===== src/sv/sstb_ram.sv =====
// ----------------------------------------------------------------------------
// sstb_ram
// generic ram with one write port and one read port, registered read
// ----------------------------------------------------------------------------
module sstb_ram #(
    parameter int WIDTH = 8,
    parameter int DEPTH = 256
) (
    input  logic                     clk,
    input  logic                     we,
    input  logic [$clog2(DEPTH)-1:0] waddr,
    input  logic [WIDTH-1:0]         wdata,
    input  logic [$clog2(DEPTH)-1:0] raddr,
    output logic [WIDTH-1:0]         rdata
);
    logic [WIDTH-1:0] mem [DEPTH];

    always_ff @(posedge clk)
    begin
        if (we)
        begin
            mem[waddr] <= wdata;
        end
        rdata <= mem[raddr];
    end
endmodule


===== config.mk =====
export PLATFORM = sky130hd
export DESIGN_NAME = sstb_ram
export DESIGN_NICKNAME = d
export VERILOG_FILES = /design/src/sv/sstb_ram.sv
export SDC_FILE = /design/constraint.sdc
export NUM_CORES = 2
export LEC_CHECK = 0
export ABC_AREA = 0
export CAP_MARGIN = 25
export CORE_MARGIN = 3
export CORE_UTILIZATION = 63
export CTS_CLUSTER_DIAMETER = 80
export DETAILED_ROUTE_END_ITERATION = 7
export DONT_BUFFER_PORTS = 1
export PLACE_DENSITY = 0.77
export SYNTH_ARGS = -nofsm -noshare
export SYNTH_HDL_FRONTEND = slang
export SYNTH_SLANG_ARGS = --single-unit

===== constraint.sdc =====
create_clock -name clk -period 3.5 [get_ports clk]
set_input_delay 0.875 -clock clk [delete_from_list [all_inputs] [get_ports clk]]
set_output_delay 0.875 -clock clk [all_outputs]
set_load 0.02 [all_outputs]

==> reports/results.ini <==
[routing]
drc=0
drtIter0Drc=6360
ant_nets=0
dr_total_vias=40510
drt_wl_total_microns=194800
dr.pass1.iters=6
routed_via_density=6.922
avgRoutedWirePerCell_microns=33.29

[critical_path]
path_class=input port to flip-flop
crit_required_ps=4160
crit_arrival_ps=4080
crit_fanout=91
cp-end-kind=flip-flop
startpoint_type=input port

[clock_network]
clock-sinks=2056
root_buffer=clkbuf_16
cts_tree=built
clk_pin_slew_ps=60
clockBufferDepth=3
htreeDepth=4
cts.repair.resized=0
clk_latency_ps=810
cts_made_buffers=194

[power]
seqPwrFrac=0.544
p_clk_frac=0.421
p_total_mw=50.00
swShare=0.2000
combPwrFrac=0.035
p_leak_nw=28.31
p_per_area_mw_per_mm2=559.0
p_switching_mw=10.00
ir_drop_mv=0.5649
intPower_mw=40.00

[layout]
drive_above_1_share=0.2629
final_area_sq_mm=0.08945
synthToLayoutAreaGrowth_pct=12.43
final_nets=4081

[timing]
fin_skew_ps=23.61
min_period_over_period=0.9763
slew_violations=0
fmax_mhz=292.7
whs_ps=172.6
period_needed_ps=3417
worstMarginPinSlew_ps=1324
finalHoldViolations=0
setup_violations=0
slew_headroom=0.1176
rsz0062_at_grt=false

[synth]
synth_most_common_cell=edfxtp_1
synth_compound_area_frac=0.03419
yosys-top-cells-area=edfxtp_1 77%, mux4_2 13%, mux2i_1 1.7%
synth-xor-area-share=0
synth_commonest_cells=2048 x edfxtp_1, 454 x mux4_2, 282 x nor2_1
ys.flop_type=edfxtp_1
synth_area_sq_mm=0.07956
synth_seq_cells=2056
synth_fa_ha_area_frac=0
async_flop_share=0
synthMuxAreaShare=0.1462
yosys_warnings=0
syn_area_per_cell_sq_um=21.31
synth_top_family_by_area=multiplexers
syn_nets=3759
synthSimpleGateAreaFrac=0.02628
synth_cell_types=55
syn_inst=3733
yosys.area.top_type=edfxtp_1
yosysTopAreaCellShare=0.7730
synth-edff-count=2048
yosysSeqAreaShare=0.7750

[global_route]
grt.overflow.total=0
track_usage=0.2996
grt_pass1_vias=40960
grt_pass1_wl_microns=282100
antenna_found_initial=4
grt_max_degree=579

[placement]
place_congestion=0.8683
placed_area_sq_mm=0.08291
dp_hpwl_microns=102900
port_buffers=0

[die]
ioPinCount=34
start_util=0.6385
core_sq_mm=0.1246
dieArea_sq_mm=0.1306
die_y_microns=361.4
core.rowCount=129
die_w_microns=361.4

[worst_hold_path]
hold_class=input port to flip-flop

[outcome]
status=completed

[flow_run]
cap_viol_max_count=0

==> final cells by class <==
cell class | count | area (sq um)
flip-flops and latches | 2056 | 61660
fillers | 6951 | 35160
multi-input cells | 1442 | 16480
clock buffers | 240 | 5134
repair buffers | 359 | 2910
well taps | 1637 | 2048
clock inverters | 115 | 1205
inverters | 2 | 7.507
diodes | 2 | 5.005
==> power by group through the flow <==
| stage | Sequential (mW) | Clock [mW] | Combinational, mW |
|---|---|---|---|
| 2_1_floorplan | 27.7 | 0 | 1.32 |
| 3_3_place_gp | 27.7 | 0 | 1.47 |
| 3_5_place_dp | 27.7 | 0 | 1.49 |
| 4_1_cts | 27.2 | 21.2 | 1.51 |
| 5_1_grt | 27.2 | 22.1 | 1.80 |
| 6_report | 27.2 | 21.0 | 1.74 |
==> critical path: stages <==
cell       delay (ps)
buf_16            490
buf_16            380
mux4_2            580
mux4_2            480
nor2_1            200
a2111oi_0         140
nor3_1            630
nor4_2            120
==> worst paths after layout <==
path                         from  cells past startpoint  slack, ps                   end
max                      raddr[0]                      8         80      rdata[0]$_DFF_P_
min                      wdata[0]                      0        170  mem[93][0]$_DFFE_PP_
max reg2reg  mem[66][4]$_DFFE_PP_                      5        760      rdata[4]$_DFF_P_
min reg2reg  mem[32][5]$_DFFE_PP_                      6        970      rdata[5]$_DFF_P_
==> kinds of logic after synthesis <==
group,Yosys count
compound gates,385
buf+inv,235
flops,2056
mux,591
simple gates,466
==> placed cells by master, fill, tap and decap left out, types with 3 or more instances in the layout <==
cell,n
o32ai_1,4
o21ai_0,10
a21oi_1,96
mux4_2,454
a221oi_1,13
mux2i_1,134
nand2_1,33
nor3_1,22
buf_12,7
bufinv_16,22
nor4_1,23
inv_16,3
buf_4,343
o22ai_1,28
edfxtp_1,2048
o211ai_1,10
nand4_1,10
nand3_1,34
clkinv_2,31
clkbuf_16,202
o221ai_1,46
dfxtp_1,8
nand2b_1,8
a211oi_1,16
inv_6,7
nor4_2,4
nor2b_1,28
nor2_1,279
clkinvlp_4,6
clkinv_4,5
o22a_1,5
clkinv_1,40
clkbuf_1,41
or2_2,4
a22oi_1,133
buf_16,4
and2_1,6
a22o_1,8
==> repair_timing <==
item | in CTS | in global routing
endpoints found under the setup margin | 0 | 8
hold buffers | 0 | 0
buffers inserted | 0 | 0
==> through the flow <==
stage            util  std cells  worst slack (ps)  setup TNS (ps)
2_1_floorplan       -       3733             687.1               0
5_1_grt        0.7178       5851             31.74               0
3_3_place_gp   0.6653       5487            -421.0           -1386
4_1_cts        0.7163       5843             656.3               0
3_5_place_dp   0.6654       5488            -317.6          -827.3
6_report       0.7178       5853             82.98               0
==> metal layers <==
layer  share of wire  up-vias  global-route usage
li1                -    16330                   -
met1            0.35    20900              0.4169
met2            0.48     2827              0.4740
met3            0.12      447             0.07208
met4           0.039        4              0.1097
met5         0.00014        -                   0
==> registers in the layout, summed over array words and instances (netlist names) <==
| signal | cells |
|---|---|
| mem | 2048 |
| rdata | 8 |
(Power assumes the default switching activity.)
