<file path="src/sv/sstb_pkg.sv">
// ----------------------------------------------------------------------------
// sstb_pkg
// types and constants shared by the span blitter modules
// ----------------------------------------------------------------------------
package sstb_pkg;

    localparam logic [1:0] KIND_TEXEL = 2'd0;
    localparam logic [1:0] KIND_TABLE = 2'd1;
    localparam logic [1:0] KIND_SETUP = 2'd2;
    localparam logic [1:0] KIND_TICK  = 2'd3;

    localparam logic [2:0] MODE_OPAQUE    = 3'd0;
    localparam logic [2:0] MODE_KEY       = 3'd1;
    localparam logic [2:0] MODE_TABLE     = 3'd2;
    localparam logic [2:0] MODE_TABLE_KEY = 3'd3;
    localparam logic [2:0] MODE_SOLID     = 3'd4;

    localparam logic REG_DRAW_MODE   = 1'b0;
    localparam logic REG_SOLID_COLOR = 1'b1;

    typedef struct packed {
        logic [1:0]         kind;
        logic [11:0]        store_index;
        logic [7:0]         store_value;
        logic signed [31:0] left_edge_x;
        logic signed [31:0] right_edge_x;
        logic signed [31:0] left_edge_u;
        logic signed [31:0] right_edge_u;
        logic signed [31:0] start_v;
        logic signed [31:0] step_v;
        logic [10:0]        first_row;
        logic [10:0]        row_count;
    } item_t;

    typedef struct packed {
        logic [10:0] pixel_x;
        logic [10:0] pixel_y;
        logic [7:0]  pixel_color;
        logic        write_enable;
        logic        row_done;
        logic        span_done;
    } result_t;

    typedef enum logic [3:0] {
        ST_IDLE,
        ST_DIV,
        ST_PRE_MUL,
        ST_PRE_ADD,
        ST_TEX_RD,
        ST_TAB_RD,
        ST_EMIT
    } state_t;

    // divider request/status between sequencer and divider
    typedef struct packed {
        logic        start;
    } div_ctl_t;

    typedef struct packed {
        logic        busy;
        logic        done;
    } div_sts_t;

endpackage

</file>
<file path="src/sv/sstb_div.sv">
// ----------------------------------------------------------------------------
// sstb_div
// radix-2 signed divider, 49-bit dividend by 33-bit divisor, saturated to 32
// ----------------------------------------------------------------------------
module sstb_div
(
    input  logic                 clk,
    input  logic                 rst_n,
    input  sstb_pkg::div_ctl_t   ctl,
    input  logic signed [48:0]   dividend,
    input  logic signed [32:0]   divisor,
    output sstb_pkg::div_sts_t   sts,
    output logic [31:0]          quotient
);
    import sstb_pkg::*;

    logic [48:0] rem_reg, rem_next;
    logic [48:0] quo_reg, quo_next;
    logic [32:0] dvs_reg, dvs_next;
    logic        neg_reg, neg_next;
    logic [5:0]  cnt_reg, cnt_next;
    logic        busy_reg, busy_next;
    logic        done_reg, done_next;

    logic [49:0] trial;
    logic [48:0] shifted_rem;
    logic [48:0] shifted_quo;
    logic signed [49:0] sq;

    always_comb
    begin
        shifted_rem = {rem_reg[47:0], quo_reg[48]};
        shifted_quo = {quo_reg[47:0], 1'b0};
        trial = {1'b0, shifted_rem} - {17'd0, dvs_reg};
        rem_next = rem_reg;
        quo_next = quo_reg;
        dvs_next = dvs_reg;
        neg_next = neg_reg;
        cnt_next = cnt_reg;
        busy_next = busy_reg;
        done_next = 1'b0;
        if (ctl.start)
        begin
            rem_next = '0;
            quo_next = dividend[48] ? 49'(-dividend) : 49'(dividend);
            dvs_next = divisor[32] ? 33'(-divisor) : 33'(divisor);
            neg_next = dividend[48] ^ divisor[32];
            cnt_next = 6'd49;
            busy_next = 1'b1;
        end
        else if (busy_reg)
        begin
            if (!trial[49])
            begin
                rem_next = trial[48:0];
                quo_next = {shifted_quo[48:1], 1'b1};
            end
            else
            begin
                rem_next = shifted_rem;
                quo_next = shifted_quo;
            end
            cnt_next = cnt_reg - 6'd1;
            if (cnt_reg == 6'd1)
            begin
                busy_next = 1'b0;
                done_next = 1'b1;
            end
        end
    end

    always_ff @(posedge clk or negedge rst_n)
    begin
        if (!rst_n)
        begin
            cnt_reg <= '0;
            busy_reg <= 1'b0;
            done_reg <= 1'b0;
        end
        else
        begin
            cnt_reg <= cnt_next;
            busy_reg <= busy_next;
            done_reg <= done_next;
        end
    end

    always_ff @(posedge clk)
    begin
        rem_reg <= rem_next;
        quo_reg <= quo_next;
        dvs_reg <= dvs_next;
        neg_reg <= neg_next;
    end

    // sign and saturate the magnitude quotient
    always_comb
    begin
        sq = neg_reg ? -$signed({1'b0, quo_reg}) : $signed({1'b0, quo_reg});
        if (sq > 50'sd2147483647)
        begin
            quotient = 32'h7FFF_FFFF;
        end
        else if (sq < -50'sd2147483648)
        begin
            quotient = 32'h8000_0000;
        end
        else
        begin
            quotient = sq[31:0];
        end
    end

    assign sts.busy = busy_reg;
    assign sts.done = done_reg;
endmodule

</file>
<file path="config.mk">
export PLATFORM = sky130hd
export DESIGN_NAME = sstb_div
export DESIGN_NICKNAME = d
export VERILOG_FILES = /design/src/sv/sstb_pkg.sv /design/src/sv/sstb_div.sv
export SDC_FILE = /design/constraint.sdc
export NUM_CORES = 1
export LEC_CHECK = 0
export BUFFER_PORTS_ARGS = -buffer_cell sky130_fd_sc_hd__buf_2
export CAP_MARGIN = 25
export CORE_MARGIN = 2
export CORE_UTILIZATION = 26
export CTS_BUF_LIST = sky130_fd_sc_hd__clkbuf_8
export DETAILED_ROUTE_END_ITERATION = 12
export GPL_TIMING_DRIVEN = 0
export HOLD_SLACK_MARGIN = 0.02
export PLACE_DENSITY = 0.51
export SETUP_SLACK_MARGIN = 0.5
export SYNTH_ARGS = -nofsm -noshare
export SYNTH_HDL_FRONTEND = slang
export SYNTH_SLANG_ARGS = --single-unit
</file>
<file path="constraint.sdc">
create_clock -name clk -period 5.6 [get_ports clk]
set_clock_uncertainty 0.1 [all_clocks]
set_input_delay 1.12 -clock clk [delete_from_list [all_inputs] [get_ports clk]]
set_output_delay 1.12 -clock clk [all_outputs]
set_load 0.005 [all_outputs]
</file>
==> flow_metrics.env, run 1 <==
export IMPL_status="finished, final reports clean"
export IMPL_cap_violations=0
export IMPL_finalWirelength_um=36400
export IMPL_grt_pass1_wl_um=57100
export IMPL_power_density_nw_per_um2=356
export IMPL_overflow=0
export IMPL_cp_max_fo=6
export IMPL_p_leak_nw=5.12
export IMPL_num_fill_cells=4357
export IMPL_crit_slowest_cell="or4_4"
export IMPL_whs_ns=0.383
export IMPL_timing_critical_path_buf_inv=2
export IMPL_rows=74
export IMPL_first_pass_iters=5
export IMPL_drv_slew=0
export IMPL_cp_top_family="simple AND/OR/NAND/NOR gates"
export IMPL_period_share_pct=98.7
export IMPL_dp_hpwl_um=27100
export IMPL_wl_per_cell_um=18.1
export IMPL_grt_max_degree=36
export IMPL_fp_coreArea_um2=41100
export IMPL_final_cell_mix="nor2_1, buf_2, a21oi_1, xor2_1, nand2_1"
export IMPL_cts_root_buf="clkbuf_8"
export IMPL_initial_utilization_pct=26.5
export IMPL_port_buffers=118
export IMPL_max_stage_delay_ns=0.53
export IMPL_post_route_util_pct=32.2
export IMPL_drive_above_1_share_pct=17.9
export IMPL_hold_viol=0
export IMPL_reg2reg_depth=12
export IMPL_clk_latency_ns=0.48
export IMPL_grt_usage_pct=16.4
export IMPL_first_global_vias=10285
export IMPL_vias=10549
export IMPL_tightest_slew_ns=1.08
export IMPL_cts_tree="yes"
export IMPL_async_flop_share_pct=5.76
export IMPL_synth_seq_cells=139
export IMPL_cp_required_ns=4.38
export IMPL_final_nets=1591
export IMPL_via_per_inst=5.24
export IMPL_fmax_mhz=181
export IMPL_clk_pin_slew_worst_paths_ns=0.09
export IMPL_yosysSeqAreaShare_pct=33.6
export IMPL_globalplace_congestion=0.872
export IMPL_rsz0062_at_grt="true"
export IMPL_syn_nets=1421
export IMPL_drtIter0Drc=772
export IMPL_antenna_found_initial=0
export IMPL_die_area_um2=43500
export IMPL_dp_cells=1948
export IMPL_final_instance_count_excl_fill=2012
export IMPL_fin_crit_ns=5.53
export IMPL_synth_edf_count=83
export IMPL_die_w_um=209
export IMPL_cp_num_cells=11
export IMPL_crit_type="reg -> out"
export IMPL_largest_reg_flops=49
export IMPL_layout_commonest_cell="nor2_1"
export IMPL_vdd_drop_max_mv=0.196
export IMPL_htreeDepth=4
export IMPL_setup_viol=0
export IMPL_cp_arrival_ns=4.31
export IMPL_relSlewSlack_pct=27.5
export IMPL_clockBufferDepth=2
export IMPL_end_kind="output port"
export IMPL_path_cells="or3_4, or4_4, or3_4, nor4_4, and4b_1, o32ai_2, or3_1, o31a_4, buf_8, o21ai_4, buf_2"
export IMPL_io_pins=119
export IMPL_avgSynthCellArea_um2=8.39
export IMPL_clock_sinks=139
export IMPL_drtAntennaViolNets=0
export IMPL_diodes=0
export IMPL_yosysWarnings=0
export IMPL_drc_errors=0
export IMPL_hold_path_class="in -> async"
export IMPL_area_growth_pct=21.8
export IMPL_numCtsBuffers=17
export IMPL_synthFlopType="edfxtp_1"
export IMPL_synthCells=1297
export IMPL_chipHeight_um=209
export IMPL_synth_area_um2=10900
export IMPL_synth_distinct_cells=77
export IMPL_crit_path_frequent_cell="or3_4"
export IMPL_worstSetupStartpointType="flop"
## final timing paths
kind | start | end | slack [ns]
max | quo_reg[18] | quotient[10] | 0.07
min reg2reg | rem_reg[47] | rem_reg[47] | 0.40
min in group clk | rem_reg[47] | rem_reg[47] | 0.40
max in group asynchronous | rst_n | cnt_reg[2] | 4.85
max reg2reg | quo_reg[48] | rem_reg[20] | 1.22
min | rst_n | done_reg | 0.38
## cells in the mapped netlist, types with 6 or more instances
| cell type | n | area share [%] |
|---|---|---|
| a211oi_1 | 35 | 2.4 |
| a21o_1 | 19 | 1.3 |
| a21oi_1 | 99 | 4.6 |
| a311oi_1 | 14 | 1.1 |
| and3_1 | 11 | 0.63 |
| clkbuf_1 | 63 | 2.2 |
| dfrtp_1 | 8 | 1.8 |
| dfxtp_1 | 48 | 8.8 |
| edfxtp_1 | 83 | 23 |
| ha_1 | 38 | 4.4 |
| inv_1 | 53 | 1.8 |
| mux2i_1 | 8 | 0.74 |
| nand2_1 | 84 | 2.9 |
| nand2b_1 | 14 | 0.81 |
| nand3_1 | 25 | 1.2 |
| nand4_1 | 13 | 0.75 |
| nor2_1 | 148 | 5.1 |
| nor2b_1 | 6 | 0.35 |
| nor3_1 | 23 | 1.1 |
| nor4_1 | 22 | 1.3 |
| o211ai_1 | 7 | 0.48 |
| o21a_1 | 12 | 0.83 |
| o21ai_0 | 63 | 2.9 |
| o21ai_1 | 30 | 1.4 |
| o21bai_1 | 6 | 0.41 |
| o31a_1 | 9 | 0.72 |
| o31ai_1 | 39 | 2.7 |
| o41ai_1 | 18 | 1.4 |
| or3_1 | 30 | 1.7 |
| or4_1 | 22 | 1.5 |
| xnor2_1 | 63 | 5.1 |
| xor2_1 | 87 | 7.0 |
## logic make-up (layout without fill, tap and decap cells)
logic type | count (synthesis) | in the layout | share of synthesized area [%]
adders and majority gates | 39 | 39 | 4.55
xor gates and xnor gates | 150 | 150 | 12.1
and+or+nand+nor | 436 | 436 | 20.3
AOI/OAI and AO/OA | 392 | 392 | 23.7
muxes | 9 | 9 | 0.840
DFF | 139 | 139 | 33.6
buffers and inverters | 132 | 315 | 4.93
## power breakdown
group | switching (W) | internal [W] | leakage (nW)
logic | 0.00138 | 0.00101 | 3.60
clock network | 0.000423 | 0.000362 | 0.197
registers | 0.000219 | 0.00132 | 1.32
## through the flow
| step | setup WS (ns) | setup TNS (ns) | cell area [um^2] | power [W] |
|---|---|---|---|---|
| finish | 0.0708 | 0 | 13300 | 0.00471 |
| global route | -0.0535 | -0.927 | 13300 | 0.00508 |
| CTS | 0.152 | 0 | 13000 | 0.00467 |
| detailed placement | 0.320 | 0 | 12200 | 0.00379 |
| global placement | 0.343 | 0 | 12100 | 0.00377 |
| floorplan | 0.932 | 0 | 10900 | 0.00317 |
## layer usage
metal  wire [um]  vias up  GRT usage, %
met4         558        0          3.72
li1            -     5160             -
met1       17500     5108          22.8
met5           0        -             0
met2       16900      243          26.8
met3        1390       38          2.38
## timing repair
| item | in CTS | in global routing |
|---|---|---|
| pin swaps | 30 | 9 |
| gates cloned | 4 | 2 |
| endpoints found under the hold margin | 0 | 0 |
| resized for setup | 71 | 28 |
| endpoints found under the setup margin | 31 | 31 |
| buffers inserted | 23 | 3 |
| hold buffers | 0 | 0 |
## layout make-up
| class | count | area, um^2 | area share (%) |
|---|---|---|---|
| multi-input combinational | 1026 | 7040 | 53.1 |
| tap | 532 | 666 | 5.02 |
| sequential | 139 | 3650 | 27.6 |
| inverter | 54 | 203 | 1.53 |
| timing repair buffer | 151 | 933 | 7.04 |
| buffer | 78 | 407 | 3.07 |
| clock buffer | 19 | 262 | 1.97 |
| clock inverter | 13 | 88.8 | 0.670 |
(Power assumes the default switching activity.)
==> run 2, diff against run 1 <==
Clock period 5.6 ns to 6.8 ns, I/O delays scaled along.
==> run 2 against run 1 <==
Net effect:
- first-iteration DRC count is 12% higher
- highest routed layer unchanged
- die area stayed put
- non-clock buffer count is 32 lower
- final area is 5.6% lower
- combinational power is 23% lower
- global-route usage is 0.44 points lower
- clock power is 18% lower
- count of clock-buffer cells in the layout stayed put
- core utilization is 1.8 points lower
==> flow_metrics.env, run 2 (synthesized netlist as in run 1, its figures left out) <==
export IMPL_drv_slew=0
export IMPL_clk_pin_slew_worst_paths_ns=0.08
export IMPL_hold_viol=0
export IMPL_hold_path_startpoint="rem_reg[47]"
export IMPL_top_layer_used="met4"
export IMPL_numCtsBuffers=17
export IMPL_p_switching_w=0.00161
export IMPL_cts_root_buf="clkbuf_8"
export IMPL_status="finished, final reports clean"
export IMPL_met1_length_um=17000
export IMPL_chipHeight_um=209
export IMPL_grt_usage_pct=16.0
export IMPL_cp_arrival_ns=4.60
export IMPL_port_buffers=118
export IMPL_final_cell_mix="nor2_1, buf_2, a21oi_1, xor2_1, nand2_1"
export IMPL_rr_endpoint="rem_reg[20]"
export IMPL_grt_max_degree=36
export IMPL_power_density_nw_per_um2=301
export IMPL_clock_sinks=139
export IMPL_htreeDepth=4
export IMPL_cp_required_ns=5.34
export IMPL_fp_coreArea_um2=41100
export IMPL_cp_max_fo=10
export IMPL_clk_latency_ns=0.48
export IMPL_initial_utilization_pct=26.5
export IMPL_finalWirelength_um=35300
export IMPL_num_fill_cells=4416
export IMPL_p_leak_nw=4.80
export IMPL_cts_tree="yes"
export IMPL_drtAntennaViolNets=0
export IMPL_via_per_inst=5.24
export IMPL_die_w_um=209
export IMPL_min_to="rem_reg[47]"
export IMPL_rows=74
export IMPL_grt_pass1_wl_um=55500
export IMPL_clockBufferDepth=2
export IMPL_tightest_slew_ns=1.01
export IMPL_vdd_drop_max_mv=0.160
export IMPL_fin_setup_tns_ns=0
export IMPL_period_share_pct=89.1
export IMPL_seq_power_share_pct=33.8
export IMPL_rsz0062_at_grt="false"
export IMPL_wl_met2_um=16200
export IMPL_globalplace_congestion=0.872
export IMPL_io_pins=119
export IMPL_first_pass_iters=5
export IMPL_final_nets=1559
export IMPL_largest_reg_flops=49
export IMPL_combPwrFrac_pct=49.1
export IMPL_fin_crit_ns=6.06
export IMPL_vias=10376
export IMPL_seqCellArea_um2=3650
export IMPL_die_area_um2=43500
export IMPL_crit_type="reg -> out"
export IMPL_drc_errors=0
export IMPL_area_growth_pct=15.0
export IMPL_multi_input_area_um2=6690
export IMPL_wl_per_cell_um=17.8
export IMPL_cap_violations=0
export IMPL_antenna_found_initial=0
export IMPL_worstHoldPathCells=2
export IMPL_r2r_slack_ns=2.41
export IMPL_hold_path_class="reg -> reg"
export IMPL_whs_ns=0.398
export IMPL_overflow=0
export IMPL_worstSetupStartpointType="flop"
export IMPL_diodes=0
export IMPL_drtIter0Drc=867
export IMPL_fmax_mhz=165
export IMPL_layout_commonest_cell="nor2_1"
export IMPL_relSlewSlack_pct=31.8
export IMPL_r2r_start="dvs_reg[1]"
export IMPL_setup_viol=0
export IMPL_post_route_util_pct=30.4
export IMPL_end_kind="output port"
export IMPL_reg2reg_depth=12
export IMPL_drive_above_1_share_pct=12.7
export IMPL_p_int_w=0.00216
export IMPL_dp_hpwl_um=27100
export IMPL_p_clk_share_pct=17.0
export IMPL_sw_frac_of_total_pct=42.8
export IMPL_first_global_vias=10001
export IMPL_wl_met3_um=1530
==> run 2: cell count changes in the layout (fill, tap and decap cells not counted), sizes merged <==
cell,previous run,this run
bufbuf,1,0
buf,163,133
clkbuf,84,83
==> run 2: how the worst max path moves through the flow <==
| stage | from | end | slack [ns] | depth (start not counted) |
|---|---|---|---|---|
| floorplan | quo_reg[11] | quotient[25] | 1.89 | 11 |
| global placement | quo_reg[4] | quotient[0] | 1.30 | 11 |
| detailed placement | quo_reg[4] | quotient[7] | 1.28 | 11 |
| CTS | quo_reg[4] | quotient[7] | 0.73 | 11 |
| global route | quo_reg[35] | quotient[6] | 0.62 | 13 |
| finish | quo_reg[9] | quotient[7] | 0.74 | 11 |
==> run 2: per-layer routing <==
| layer | GRT usage [%] | up-vias |
|---|---|---|
| li1 | - | 5092 |
| met5 | 0 | - |
| met3 | 2.46 | 34 |
| met2 | 25.8 | 250 |
| met4 | 3.89 | 0 |
| met1 | 22.3 | 5000 |
==> run 2: final cells by class <==
type                       instances  area share [%]
inverter                          54            1.62
clock buffer                      19            2.09
clock inverter                    13           0.710
multi-input combinational       1026            53.5
timing repair buffer             119            4.88
buffer                            78            2.67
tap                              532            5.32
sequential                       139            29.2
==> run 2: power groups by stage <==
stage                     Sequential (W)  Combinational [W]  Clock [W]
after global placement           0.00129            0.00182          0
after global routing             0.00130            0.00208   0.000693
after floorplan                  0.00122            0.00139          0
after CTS                        0.00127            0.00184   0.000658
after detailed placement         0.00129            0.00183          0
final                            0.00128            0.00185   0.000642
==> run 2: worst max-delay path, stage by stage (launching register included) <==
cell and delay, ns:
edfxtp_1 0.51, or4_4 0.56, or3_4 0.41, or3_1 0.47
nor4_2 0.47, and4b_1 0.26, o32ai_1 0.13, or3_1 0.38
o31a_1 0.33, buf_2 0.19, o21ai_1 0.25, buf_2 0.16
==> run 2: through the flow <==
| step | total power [W] | setup slack, ns | std cells | cell area [um^2] |
|---|---|---|---|---|
| floorplan | 0.00261 | 1.89 | 1297 | 10900 |
| global placement | 0.00311 | 1.30 | 1947 | 12100 |
| detailed placement | 0.00312 | 1.28 | 1948 | 12200 |
| CTS | 0.00377 | 0.734 | 1980 | 12500 |
| global route | 0.00407 | 0.621 | 1980 | 12500 |
| finish | 0.00377 | 0.743 | 1980 | 12500 |
==> run 2: what timing repair did <==
item	4_1_cts	5_1_grt
gates resized for setup	0	1
endpoints found under the setup margin	0	2
hold buffers	0	0
setup buffers	0	0
